### config.mk
export PLATFORM = sky130hd
export DESIGN_NAME = joystick_axis_conditioner_top
export DESIGN_NICKNAME = d
export VERILOG_FILES = /design/src/hdl/jac_pkg.sv /design/src/hdl/jac_axis_pct.sv /design/src/hdl/joystick_axis_conditioner_top.sv
export VERILOG_INCLUDE_DIRS = /design/src /design/src/hdl
export SDC_FILE = /design/constraint.sdc
export NUM_CORES = 2
export LEC_CHECK = 0
export BUFFER_PORTS_ARGS = -buffer_cell sky130_fd_sc_hd__buf_4
export CAP_MARGIN = 5
export CORE_MARGIN = 1.5
export CORE_UTILIZATION = 50
export CTS_CLUSTER_SIZE = 14
export DETAILED_ROUTE_END_ITERATION = 12
export GPL_TIMING_DRIVEN = 0
export PLACE_DENSITY = 0.67
export SLEW_MARGIN = 20
export SYNTH_ARGS = -nofsm -noshare
export SYNTH_HDL_FRONTEND = slang
export SYNTH_SLANG_ARGS = --single-unit
### constraint.sdc
create_clock -name i_clk -period 18.2 [get_ports i_clk]
set_input_delay 0.91 -clock i_clk [delete_from_list [all_inputs] [get_ports i_clk]]
set_output_delay 0.91 -clock i_clk [all_outputs]
set_load 0.02 [all_outputs]
### src/hdl/joystick_axis_conditioner_top_macros.svh
// Assertion macros shared by the joystick axis conditioner RTL.
// No dependencies; define ASSERT_OFF to drop every check.
`ifndef JOYSTICK_AXIS_CONDITIONER_TOP_MACROS_SVH
`define JOYSTICK_AXIS_CONDITIONER_TOP_MACROS_SVH
`ifndef ASSERT_OFF
`define ASSERT_IMPLIES(lbl, clk, rst_n, ante, cons) \
    lbl: assert property (@(posedge clk) disable iff (!(rst_n)) (ante) |-> (cons)) \
        else $error("assertion failed");
`define ASSERT_NEXT(lbl, clk, rst_n, ante, cons) \
    lbl: assert property (@(posedge clk) disable iff (!(rst_n)) (ante) |=> (cons)) \
        else $error("assertion failed");
`else
`define ASSERT_IMPLIES(lbl, clk, rst_n, ante, cons)
`define ASSERT_NEXT(lbl, clk, rst_n, ante, cons)
`endif
`endif

### src/hdl/jac_pkg.sv
// Shared widths, reset values and word types of the joystick axis conditioner.
// No dependencies.
package jac_pkg;

    localparam int SAMPLE_BITS     = 12;
    localparam int FRAC_BITS       = 8;
    localparam int AVG_W           = SAMPLE_BITS + FRAC_BITS;
    localparam int GAIN_W          = 9;
    localparam int DEAD_W          = 12;
    localparam int PCT_W           = 8;
    localparam int PCT_FULL        = 100;
    localparam int CAL_SAMPLES_DEF = 25;
    localparam int CFG_IDX_W       = 2;

    localparam logic [CFG_IDX_W-1:0] CFG_DEAD_BAND      = 2'd0;
    localparam logic [CFG_IDX_W-1:0] CFG_SMOOTHING_GAIN = 2'd1;

    localparam logic [SAMPLE_BITS-1:0] RESET_CENTER = 12'd2000;
    localparam logic [DEAD_W-1:0]      DEAD_RESET   = 12'd100;
    localparam logic [GAIN_W-1:0]      GAIN_RESET   = 9'd26;
    localparam logic [GAIN_W-1:0]      GAIN_ONE     = 9'd256;

    typedef struct packed {
        logic [SAMPLE_BITS-1:0] sample_x;
        logic [SAMPLE_BITS-1:0] sample_y;
    } t_in_word;

    typedef struct packed {
        logic signed [PCT_W-1:0] pos_x;
        logic signed [PCT_W-1:0] pos_y;
        logic                    calibrating;
    } t_out_word;

endpackage

### src/hdl/jac_axis_pct.sv
// Per-axis percent conversion: center offset, dead band, scale and saturate.
// Depends on jac_pkg.
module jac_axis_pct import jac_pkg::*; (
    input  logic [AVG_W-1:0]        i_avg,
    input  logic [SAMPLE_BITS-1:0]  i_center,
    input  logic [DEAD_W-1:0]       i_dead_band,
    output logic signed [PCT_W-1:0] o_pct
);

    localparam int SCALED_W = SAMPLE_BITS + 7;

    logic signed [SAMPLE_BITS:0] off;
    logic [SAMPLE_BITS-1:0]      mag;
    logic [SCALED_W-1:0]         scaled;
    logic [PCT_W-1:0]            quo;
    logic [PCT_W-1:0]            sat;

    always_comb begin
        off    = $signed({1'b0, i_avg[AVG_W-1:FRAC_BITS]}) - $signed({1'b0, i_center});
        mag    = off[SAMPLE_BITS] ? SAMPLE_BITS'(-off) : off[SAMPLE_BITS-1:0];
        scaled = SCALED_W'(mag) * SCALED_W'(PCT_FULL);
        quo    = scaled[SAMPLE_BITS-1 +: PCT_W];
        sat    = (quo > PCT_W'(PCT_FULL)) ? PCT_W'(PCT_FULL) : quo;
        if (SAMPLE_BITS'(mag) < SAMPLE_BITS'(i_dead_band)) begin
            o_pct = '0;
        end else if (off[SAMPLE_BITS]) begin
            o_pct = -$signed(sat);
        end else begin
            o_pct = $signed(sat);
        end
    end

endmodule

### src/hdl/joystick_axis_conditioner_top.sv
// An accepted input word passes the input register, then moving average (gain multiply)
// and percent logic, or center calibration, into the output register. Throughput: one
// word per cycle; an output stall holds both registers.
// Reset (synchronous, active low): empties the pipeline, restarts center calibration,
// sets centers and averages to 2000 and the dead band and gain to 100 and 26.
// Depends on jac_pkg, jac_axis_pct and joystick_axis_conditioner_top_macros.svh.
`include "joystick_axis_conditioner_top_macros.svh"
module joystick_axis_conditioner_top import jac_pkg::*; #(
    parameter int CAL_SAMPLES = CAL_SAMPLES_DEF
) (
    input  logic                 i_clk,
    input  logic                 i_rst_n,
    input  logic                 i_in_valid,
    output logic                 o_in_stall,
    input  t_in_word             i_in_word,
    output logic                 o_out_valid,
    input  logic                 i_out_stall,
    output t_out_word            o_out_word,
    input  logic                 i_cfg_valid,
    output logic                 o_cfg_ready,
    input  logic [CFG_IDX_W-1:0] i_cfg_index,
    input  logic [DEAD_W-1:0]    i_cfg_data
);

    localparam int CNT_W    = $clog2(CAL_SAMPLES + 1);
    localparam int SUM_W    = SAMPLE_BITS + CNT_W;
    localparam int RECIP_SH = SUM_W + $clog2(CAL_SAMPLES);
    localparam int RECIP_W  = SUM_W + 1;
    localparam int QUOT_W   = SUM_W + RECIP_W;
    localparam int PROD_W   = AVG_W + GAIN_W + 1;
    localparam logic [RECIP_W-1:0] RECIP =
        RECIP_W'(((longint'(1) << RECIP_SH) + longint'(CAL_SAMPLES) - 1) / CAL_SAMPLES);
    localparam logic [CNT_W-1:0] CNT_DONE = CNT_W'(CAL_SAMPLES);
    localparam logic [CNT_W-1:0] CNT_LAST = CNT_W'(CAL_SAMPLES - 1);
    localparam logic [AVG_W-1:0] AVG_RESET = {RESET_CENTER, FRAC_BITS'(0)};
    localparam logic signed [PCT_W-1:0] PCT_MAX = PCT_W'(PCT_FULL);
    localparam logic signed [PCT_W-1:0] PCT_MIN = -PCT_W'(PCT_FULL);

    function automatic logic [AVG_W-1:0] ema_next(
        input logic [AVG_W-1:0]       avg,
        input logic [SAMPLE_BITS-1:0] sample,
        input logic [GAIN_W-1:0]      gain
    );
        logic [GAIN_W-1:0]        g;
        logic signed [AVG_W:0]    diff;
        logic signed [PROD_W-1:0] prod;
        logic signed [PROD_W-1:0] step;
        logic signed [PROD_W-1:0] sum;
        g    = (gain > GAIN_ONE) ? GAIN_ONE : gain;
        diff = $signed({1'b0, sample, FRAC_BITS'(0)}) - $signed({1'b0, avg});
        prod = PROD_W'($signed({1'b0, g})) * PROD_W'(diff);
        step = prod >>> FRAC_BITS;
        sum  = step + $signed({(PROD_W - AVG_W)'(0), avg});
        return sum[AVG_W-1:0];
    endfunction

    logic                   en;
    logic                   s1_cal;
    logic                   s1_last;
    logic [SUM_W-1:0]       n_sum_x;
    logic [SUM_W-1:0]       n_sum_y;
    logic [QUOT_W-1:0]      quot_x;
    logic [QUOT_W-1:0]      quot_y;
    logic [AVG_W-1:0]       n_avg_x;
    logic [AVG_W-1:0]       n_avg_y;
    logic signed [PCT_W-1:0] pct_x;
    logic signed [PCT_W-1:0] pct_y;
    t_out_word              n_out_word;
    logic                   out_zero;
    logic                   pct_ok;

    logic                   r_s1_valid;
    t_in_word               r_s1_word;
    logic [CNT_W-1:0]       r_cal_count;
    logic [SUM_W-1:0]       r_sum_x;
    logic [SUM_W-1:0]       r_sum_y;
    logic [SAMPLE_BITS-1:0] r_center_x;
    logic [SAMPLE_BITS-1:0] r_center_y;
    logic [AVG_W-1:0]       r_avg_x;
    logic [AVG_W-1:0]       r_avg_y;
    logic [DEAD_W-1:0]      r_dead_band;
    logic [GAIN_W-1:0]      r_gain;
    logic                   r_out_valid;
    t_out_word              r_out_word;

    assign en          = !r_out_valid || !i_out_stall;
    assign o_in_stall  = !en;
    assign o_cfg_ready = 1'b1;
    assign o_out_valid = r_out_valid;
    assign o_out_word  = r_out_word;

    always_comb begin
        s1_cal  = r_cal_count < CNT_DONE;
        s1_last = r_cal_count == CNT_LAST;
        n_sum_x = r_sum_x + SUM_W'(r_s1_word.sample_x);
        n_sum_y = r_sum_y + SUM_W'(r_s1_word.sample_y);
        quot_x  = QUOT_W'(n_sum_x) * QUOT_W'(RECIP);
        quot_y  = QUOT_W'(n_sum_y) * QUOT_W'(RECIP);
        n_avg_x = ema_next(r_avg_x, r_s1_word.sample_x, r_gain);
        n_avg_y = ema_next(r_avg_y, r_s1_word.sample_y, r_gain);
    end

    jac_axis_pct u_pct_x (
        .i_avg       (n_avg_x),
        .i_center    (r_center_x),
        .i_dead_band (r_dead_band),
        .o_pct       (pct_x)
    );

    jac_axis_pct u_pct_y (
        .i_avg       (n_avg_y),
        .i_center    (r_center_y),
        .i_dead_band (r_dead_band),
        .o_pct       (pct_y)
    );

    always_comb begin
        if (s1_cal) begin
            n_out_word.pos_x       = '0;
            n_out_word.pos_y       = '0;
            n_out_word.calibrating = 1'b1;
        end else begin
            n_out_word.pos_x       = pct_x;
            n_out_word.pos_y       = pct_y;
            n_out_word.calibrating = 1'b0;
        end
    end

    always_ff @(posedge i_clk) begin
        if (!i_rst_n) begin
            r_s1_valid  <= 1'b0;
            r_out_valid <= 1'b0;
            r_cal_count <= '0;
            r_sum_x     <= '0;
            r_sum_y     <= '0;
            r_center_x  <= RESET_CENTER;
            r_center_y  <= RESET_CENTER;
            r_avg_x     <= AVG_RESET;
            r_avg_y     <= AVG_RESET;
            r_dead_band <= DEAD_RESET;
            r_gain      <= GAIN_RESET;
        end else begin
            if (i_cfg_valid && o_cfg_ready) begin
                case (i_cfg_index)
                    CFG_DEAD_BAND:      r_dead_band <= i_cfg_data;
                    CFG_SMOOTHING_GAIN: r_gain      <= i_cfg_data[GAIN_W-1:0];
                    default:            ;
                endcase
            end
            if (en) begin
                r_s1_valid  <= i_in_valid;
                r_out_valid <= r_s1_valid;
                if (r_s1_valid) begin
                    if (s1_cal) begin
                        r_sum_x     <= n_sum_x;
                        r_sum_y     <= n_sum_y;
                        r_cal_count <= r_cal_count + 1'b1;
                        if (s1_last) begin
                            r_center_x <= quot_x[RECIP_SH +: SAMPLE_BITS];
                            r_center_y <= quot_y[RECIP_SH +: SAMPLE_BITS];
                        end
                    end else begin
                        r_avg_x <= n_avg_x;
                        r_avg_y <= n_avg_y;
                    end
                end
            end
        end
    end

    always_ff @(posedge i_clk) begin
        if (en) begin
            if (i_in_valid) begin
                r_s1_word <= i_in_word;
            end
            if (r_s1_valid) begin
                r_out_word <= n_out_word;
            end
        end
    end

    assign out_zero = (o_out_word.pos_x == '0) && (o_out_word.pos_y == '0);
    assign pct_ok   = o_out_word.pos_x <= PCT_MAX && o_out_word.pos_x >= PCT_MIN &&
                      o_out_word.pos_y <= PCT_MAX && o_out_word.pos_y >= PCT_MIN;

    `ASSERT_IMPLIES(a_cal_zero, i_clk, i_rst_n, o_out_valid && o_out_word.calibrating, out_zero)
    `ASSERT_IMPLIES(a_pct_range, i_clk, i_rst_n, o_out_valid && !o_out_word.calibrating, pct_ok)
    `ASSERT_NEXT(a_cal_done_holds, i_clk, i_rst_n, r_cal_count == CNT_DONE, r_cal_count == CNT_DONE)
    `ASSERT_NEXT(a_accept_enters, i_clk, i_rst_n, i_in_valid && !o_in_stall, r_s1_valid)

endmodule

-- Word level (Yosys, flattened, before mapping)
Index checks and enable logic that the tools add are counted.
W data, S select, Z words.
- register bits: 167
- input port bits: 43
- output and inout bits: 20
- word-level logic and storage cells: 66
- $add $sub $neg: 13
- multiply operators: 6
- magnitude comparators: 6
- eq/ne operators: 2
- multiplexer cells: 8
- bitwise operators: 1
- reduce and logical (&&, ||, !) cells: 14
- operator list (operator ; number):
    $mul A17 B18 Y34 const B ; 2
    $mul A10 B21 Y28 ; 2
    $sub A20 B20 Y21 ; 2
    $add A20 B20 Y20 ; 2
    $add A17 B12 Y17 ; 2
    $mul A12 B5 Y17 const B ; 2
    $mux W8 ; 4
    $sub A12 B12 Y13 ; 2
    $lt A12 B12 Y1 ; 2
    $mux W12 ; 2
    $neg A12 Y12 ; 2
    $gt A8 B7 Y1 const B ; 2
    $neg A8 Y8 ; 2
    $gt A9 B9 Y1 const B ; 1
    $mux W9 ; 1
    $reduce_and A2 Y1 ; 4
    $reduce_and A3 Y1 ; 2
    $add A5 B1 Y5 const B ; 1
    $eq A5 B5 Y1 const B ; 1
    $lt A5 B5 Y1 const B ; 1
    $reduce_and A4 Y1 ; 1
    $reduce_or A2 Y1 ; 2
    $logic_not A1 Y1 ; 3
    $eq A2 B1 Y1 const B ; 1
    other kinds (4) ; 4

-- Logic depth before layout (Yosys ltp)
- depth after elaboration: 12
- mapped depth: 68
- mapped depth without buffers: 66

-- Hierarchy
A second synthesis with hierarchy kept.
- cell total of the unflattened synthesis: 4266
- area, all modules: 37378.3 µm²
- modules (own cells, without submodules) (module ; instances ; cells an instance ; area an instance (µm²) ; seq. area each (µm²)):
    joystick_axis_conditioner_top ; 1 ; 3530 ; 31846.8 ; 3753.6
    jac_axis_pct (u_pct_x) ; 1 ; 387 ; 2934.1 ; 0.0
    jac_axis_pct (u_pct_y) ; 1 ; 349 ; 2597.5 ; 0.0

-- Worst setup path before layout
Ideal clock, no wire load.
- path kind: reg-to-reg
- start point: register r_s1_word[12] in the netlist's numbering
- end point: register r_out_word, in the netlist o_out_word[15] (data pin)
- library setup time: 0.274 ns
- arrival time: 14.348 ns
- required time: 17.926 ns
- setup slack: 3.578 ns
- stages on the path, launching flop included: 65
- buffers on the path: 2
- clock period less this slack: 14.622 ns
- cells stage by stage: edfxtp_1 -> ha_1 -> nor3b_1 -> a31o_2 -> a21oi_1 -> nor2b_1 -> o21ai_0 -> a221oi_1 -> nand2_1 -> fa_1 -> inv_1 -> fa_1 -> fa_1 -> fa_1 -> inv_1 -> fa_1 -> inv_1 -> ha_1 -> [29 not listed] -> inv_1 -> ha_1 -> a21o_1 -> a21oi_1 -> nor2b_1 -> a31o_2 -> nor4_2 -> nor4_1 -> a2111oi_0 -> xnor2_1 -> nand4_1 -> nand2_1 -> or3_1 -> ha_1 -> or3b_2 -> nor3b_1 -> mux2i_1 -> o22ai_1
- longest elaborated chain between the ends: 11
- elaborated cells on any way between the ends: 13
- classes of those cells: add/sub (5); mul (2); order compare (2); mux (3); reduce/logical (1)
- ends and longest elaborated chain (element ; line ; source):
    from (decl) ; joystick_axis_conditioner_top.sv:73 ; t_in_word r_s1_word;
    from (signal assigned) ; joystick_axis_conditioner_top.sv:174 ; r_s1_word <= i_in_word;
    $sub A20 B20 Y21 (*) ; joystick_axis_conditioner_top.sv:50 ; diff = $signed({1'b0, sample, FRAC_BITS'(0)}) - $signed({1'b0, avg});
    $mul A10 B21 Y28 (*) ; joystick_axis_conditioner_top.sv:51 ; prod = PROD_W'($signed({1'b0, g})) * PROD_W'(diff);
    $add A20 B20 Y20 (*) ; joystick_axis_conditioner_top.sv:53 ; sum = step + $signed({(PROD_W - AVG_W)'(0), avg});
    named net n_avg_x[19] ; joystick_axis_conditioner_top.sv:64 ; logic [AVG_W-1:0] n_avg_x;
    $sub A12 B12 Y13 (*) ; jac_axis_pct.sv:19 ; off = $signed({1'b0, i_avg[AVG_W-1:FRAC_BITS]}) - $signed({1'b0, i_center});
    $neg A12 Y12 ; jac_axis_pct.sv:20 ; mag = off[SAMPLE_BITS] ? SAMPLE_BITS'(-off) : off[SAMPLE_BITS-1:0];
    $mux W12 ; jac_axis_pct.sv:20 ;
    $mul A12 B5 Y17 ; jac_axis_pct.sv:21 ; scaled = SCALED_W'(mag) * SCALED_W'(PCT_FULL);
    $gt A8 B7 Y1 ; jac_axis_pct.sv:23 ; sat = (quo > PCT_W'(PCT_FULL)) ? PCT_W'(PCT_FULL) : quo;
    $mux W8 ; jac_axis_pct.sv:23 ;
    $neg A8 Y8 ; jac_axis_pct.sv:27 ; o_pct = -$signed(sat);
    $mux W8 ; jac_axis_pct.sv:26 ; end else if (off[SAMPLE_BITS]) begin
    to (signal assigned) ; joystick_axis_conditioner_top.sv:177 ; r_out_word <= n_out_word;
    to (decl) ; joystick_axis_conditioner_top.sv:84 ; t_out_word r_out_word;
Mark *: on every way through the listed nets, which the timed path passes. The rest lies on a longest branch.
A chain may end at the register's enable or synchronous reset.

-- Worst setup path after layout
- start point: register r_avg_x[2]
- end point: register r_out_word, in the netlist o_out_word[15] (data pin)
- longest elaborated chain between the ends: 11
- elaborated cells on any way between the ends: 13
- classes of those cells: add/sub (5); mul (2); order compare (2); mux (3); reduce/logical (1)
- ends and longest elaborated chain (element ; line ; source):
    from (decl) ; joystick_axis_conditioner_top.sv:79 ; logic [AVG_W-1:0] r_avg_x;
    from (signal assigned) ; joystick_axis_conditioner_top.sv:163 ; r_avg_x <= n_avg_x;
    $sub A20 B20 Y21 ; joystick_axis_conditioner_top.sv:50 ;
    $mul A10 B21 Y28 ; joystick_axis_conditioner_top.sv:51 ;
    $add A20 B20 Y20 (*) ; joystick_axis_conditioner_top.sv:53 ;
    named net n_avg_x[19] ; joystick_axis_conditioner_top.sv:64 ;
    $sub A12 B12 Y13 (*) ; jac_axis_pct.sv:19 ;
    $neg A12 Y12 ; jac_axis_pct.sv:20 ;
    $mux W12 ; jac_axis_pct.sv:20 ;
    $mul A12 B5 Y17 ; jac_axis_pct.sv:21 ;
    $gt A8 B7 Y1 ; jac_axis_pct.sv:23 ;
    $mux W8 ; jac_axis_pct.sv:23 ;
    $neg A8 Y8 ; jac_axis_pct.sv:27 ;
    $mux W8 ; jac_axis_pct.sv:26 ;
Marks and branches as above.

==> results_dict.tcl <==
set metrics [dict create \
    synth_edf_count 41 \
    via_per_inst 5.41 \
    fin_worst_skew_ps 22.3 \
    cts_tree "done" \
    synth_area_um2 37200 \
    syn_avg_cell_area_um2 8.75 \
    ioPinCount 63 \
    met2WireLength_mm 43.5 \
    grtUsageTotal 0.262 \
    synth-seq-area-share 0.101 \
    route.met3.wl_mm 5.50 \
    synth-seq-cells 167 \
    synth_ff_type "dfxtp_1" \
    critPathRequiredTime_ps 18400 \
    setup_viol 0 \
    slowest_delay_ps 870 \
    arrival_ps 17430 \
    async_reset_ff_frac 0 \
    fin_nets 5511 \
    drv_cap 0 \
    dr.pass1.iters 6 \
    crit_top_cell "ha_1" \
    yosys_warnings 0 \
    start_util 0.507 \
    wl_per_cell_um 18.1 \
    min_path_type "reg2reg" \
    ant_nets 0 \
    fmax_mhz 58.0 \
    drt_iter0_drc 2045 \
    routed_wl_mm 96.0 \
    crit_path_start_kind "flip-flop" \
    rsz0062_at_grt "no" \
    syn-instance-count 4252 \
    antenna_found_initial 1 \
    synth_common_cells "inv_1 (867), ha_1 (612), fa_1 (526)" \
    setup_tns_ps 0 \
    netlist-cell-type-count 93 \
    drive_gt1_frac 0.0334 \
    cts-root-buf "clkbuf_16" \
    die_w_um 276 \
    path_clk_slew_ps 90 \
    portBuffers 60 \
    fin_crit_sh 0.947 \
    met1_length_mm 43.8 \
    synth_top_area_cell "fa_1" \
    cts_max_level 4 \
    clk_latency_ps 510 \
    cts_made_buffers 17 \
    crit_slowest_cell "xnor2_1" \
    maxSlewViolCount 0 \
    synth.area.top_cells "fa_1 (28%), ha_1 (21%), inv_1 (8.8%)" \
    dp_hpwl_mm 81.1 \
    cts_sinks 167 \
    yosysTopAreaCellShare 0.283 \
    area_growth_pct 6.03 \
    hold_viol_final 0 \
    place_congestion 0.915 \
    max_slew_margin 0.237 \
    min_period_ps 17230 \
    cp_max_fo 10 \
    syn_nets 5433 \
    top_layer "met5" \
    die_y_um 276 \
    crit_path_end_kind "flip-flop" \
    rows 99 \
    core_um2 73300 \
    status "finished, final reports clean" \
    path_buf_inv 8 \
    grt_first_pass_wirelength_mm 153 \
    grt_pass1_vias 28100 \
    max_slew.worst_pin.slew_ps 1140 \
    critPathTopFamily "adder cells" \
    critPathKind "reg2reg" \
    synth_most_common_cell "inv_1" \
    num_antenna_cells 0 \
    grt_max_degree 25 \
    drc 0 \
    cts_hold_buffers 0 \
    die-area_um2 76000 \
    vias 28700 \
    cts_buffer_depth 2 \
    grt_remaining_overflow 0 \
]
[kinds of logic (layout without fill, tap and decap cells)]
group / Yosys count / count (layout) / synth area share
adder cells (fa/ha/maj): 1138 / 1138 / 0.489
AND/OR/NAND/NOR: 1109 / 1109 / 0.140
buffers and inverters: 963 / 1054 / 0.0975
AO/OA/AOI/OAI: 598 / 598 / 0.106
XOR/XNOR: 254 / 254 / 0.0608
flip-flops: 167 / 167 / 0.101
multiplexers: 22 / 22 / 0.00602
other: 1 / 1 / 0.000101
[area by class of cell]
| cell class | count | area [µm²] |
|---|---|---|
| timing repair buffer | 60 | 450 |
| fill | 6871 | 33900 |
| sequential | 167 | 3750 |
| multi-input combinational | 3122 | 29900 |
| buffer | 95 | 373 |
| clock inverter | 11 | 87.6 |
| inverter | 867 | 3250 |
| clock buffer | 21 | 462 |
| tap | 959 | 1200 |
[layout by cell type (no fill, tap or decap), drive strengths merged, types with 6 or more instances in the layout]
cell type,count
a2111oi,7
a211o,12
a211oi,20
a21o,52
a21oi,218
a31oi,17
and2,82
and3,16
and4,11
buf,67
clkbuf,109
dfxtp,126
edfxtp,41
fa,526
ha,612
inv,873
mux2i,19
nand2,424
nand2b,46
nand3,44
nand3b,8
nand4,22
nand4b,6
nor2,271
nor2b,45
nor3,59
nor3b,9
nor4,10
o2111ai,7
o211ai,24
o21a,48
o21ai,84
o21bai,25
o22ai,6
o31a,6
o31ai,11
or2,13
or3,24
xnor2,178
xor2,75
[state kept, by name (all words and copies together) (netlist names)]
register	flops
o_out_word	17
r_s1_word	24
o_out_valid	1
r_cal_count	5
r_avg_y	20
r_sum_x	17
r_avg_x	20
r_dead_band	12
r_center_y	12
r_gain	9
r_center_x	12
r_s1_valid	1
r_sum_y	17
[per-layer routing]
| layer | vias up | global-route usage |
|---|---|---|
| met5 | - | 0 |
| met4 | 2 | 0.0880 |
| met3 | 140 | 0.0375 |
| met2 | 655 | 0.415 |
| met1 | 14100 | 0.367 |
| li1 | 13800 | - |
[worst register-to-register path: cells and delay by family, from the launching register on]
kind	cells	cell delay (ps)
AOI/OAI and AO/OA	19	3760
xor gates and xnor gates	4	2000
adders and majority gates	13	5040
DFF	1	320
buffers and inverters	8	1240
muxes	1	220
and+or+nand+nor	17	4350
[worst paths after layout]
check	start	to	slack, ps	depth (start not counted)
setup reg to reg	r_avg_x[2]$_SDFFE_PN0P_	o_out_word[15]$_SDFFCE_PP0P_	970	62
setup / recovery	r_avg_x[2]$_SDFFE_PN0P_	o_out_word[15]$_SDFFCE_PP0P_	970	62
hold reg to reg	r_dead_band[8]$_SDFFE_PN0P_	r_dead_band[8]$_SDFFE_PN0P_	460	2
hold / removal	r_dead_band[8]$_SDFFE_PN0P_	r_dead_band[8]$_SDFFE_PN0P_	460	2
[per-stage QoR]
step	hold slack, ps	instance area [µm²]	util	std cells	setup slack [ps]
4_1_cts	459	39400	0.537	5303	419
5_1_grt	471	39400	0.538	5302	85.9
3_3_place_gp	441	38800	0.530	5271	585
2_1_floorplan	432	37200	-	4252	3580
6_report	458	39400	0.538	5302	971
3_5_place_dp	449	38900	0.530	5271	490
[what timing repair did]
item	CTS	global route
endpoints found under the setup margin	0	7
setup buffers	0	0
gates resized for setup	0	12
Power is not shown: default switching activity piles up to over one toggle a cycle in this logic, so the estimate is an artifact.
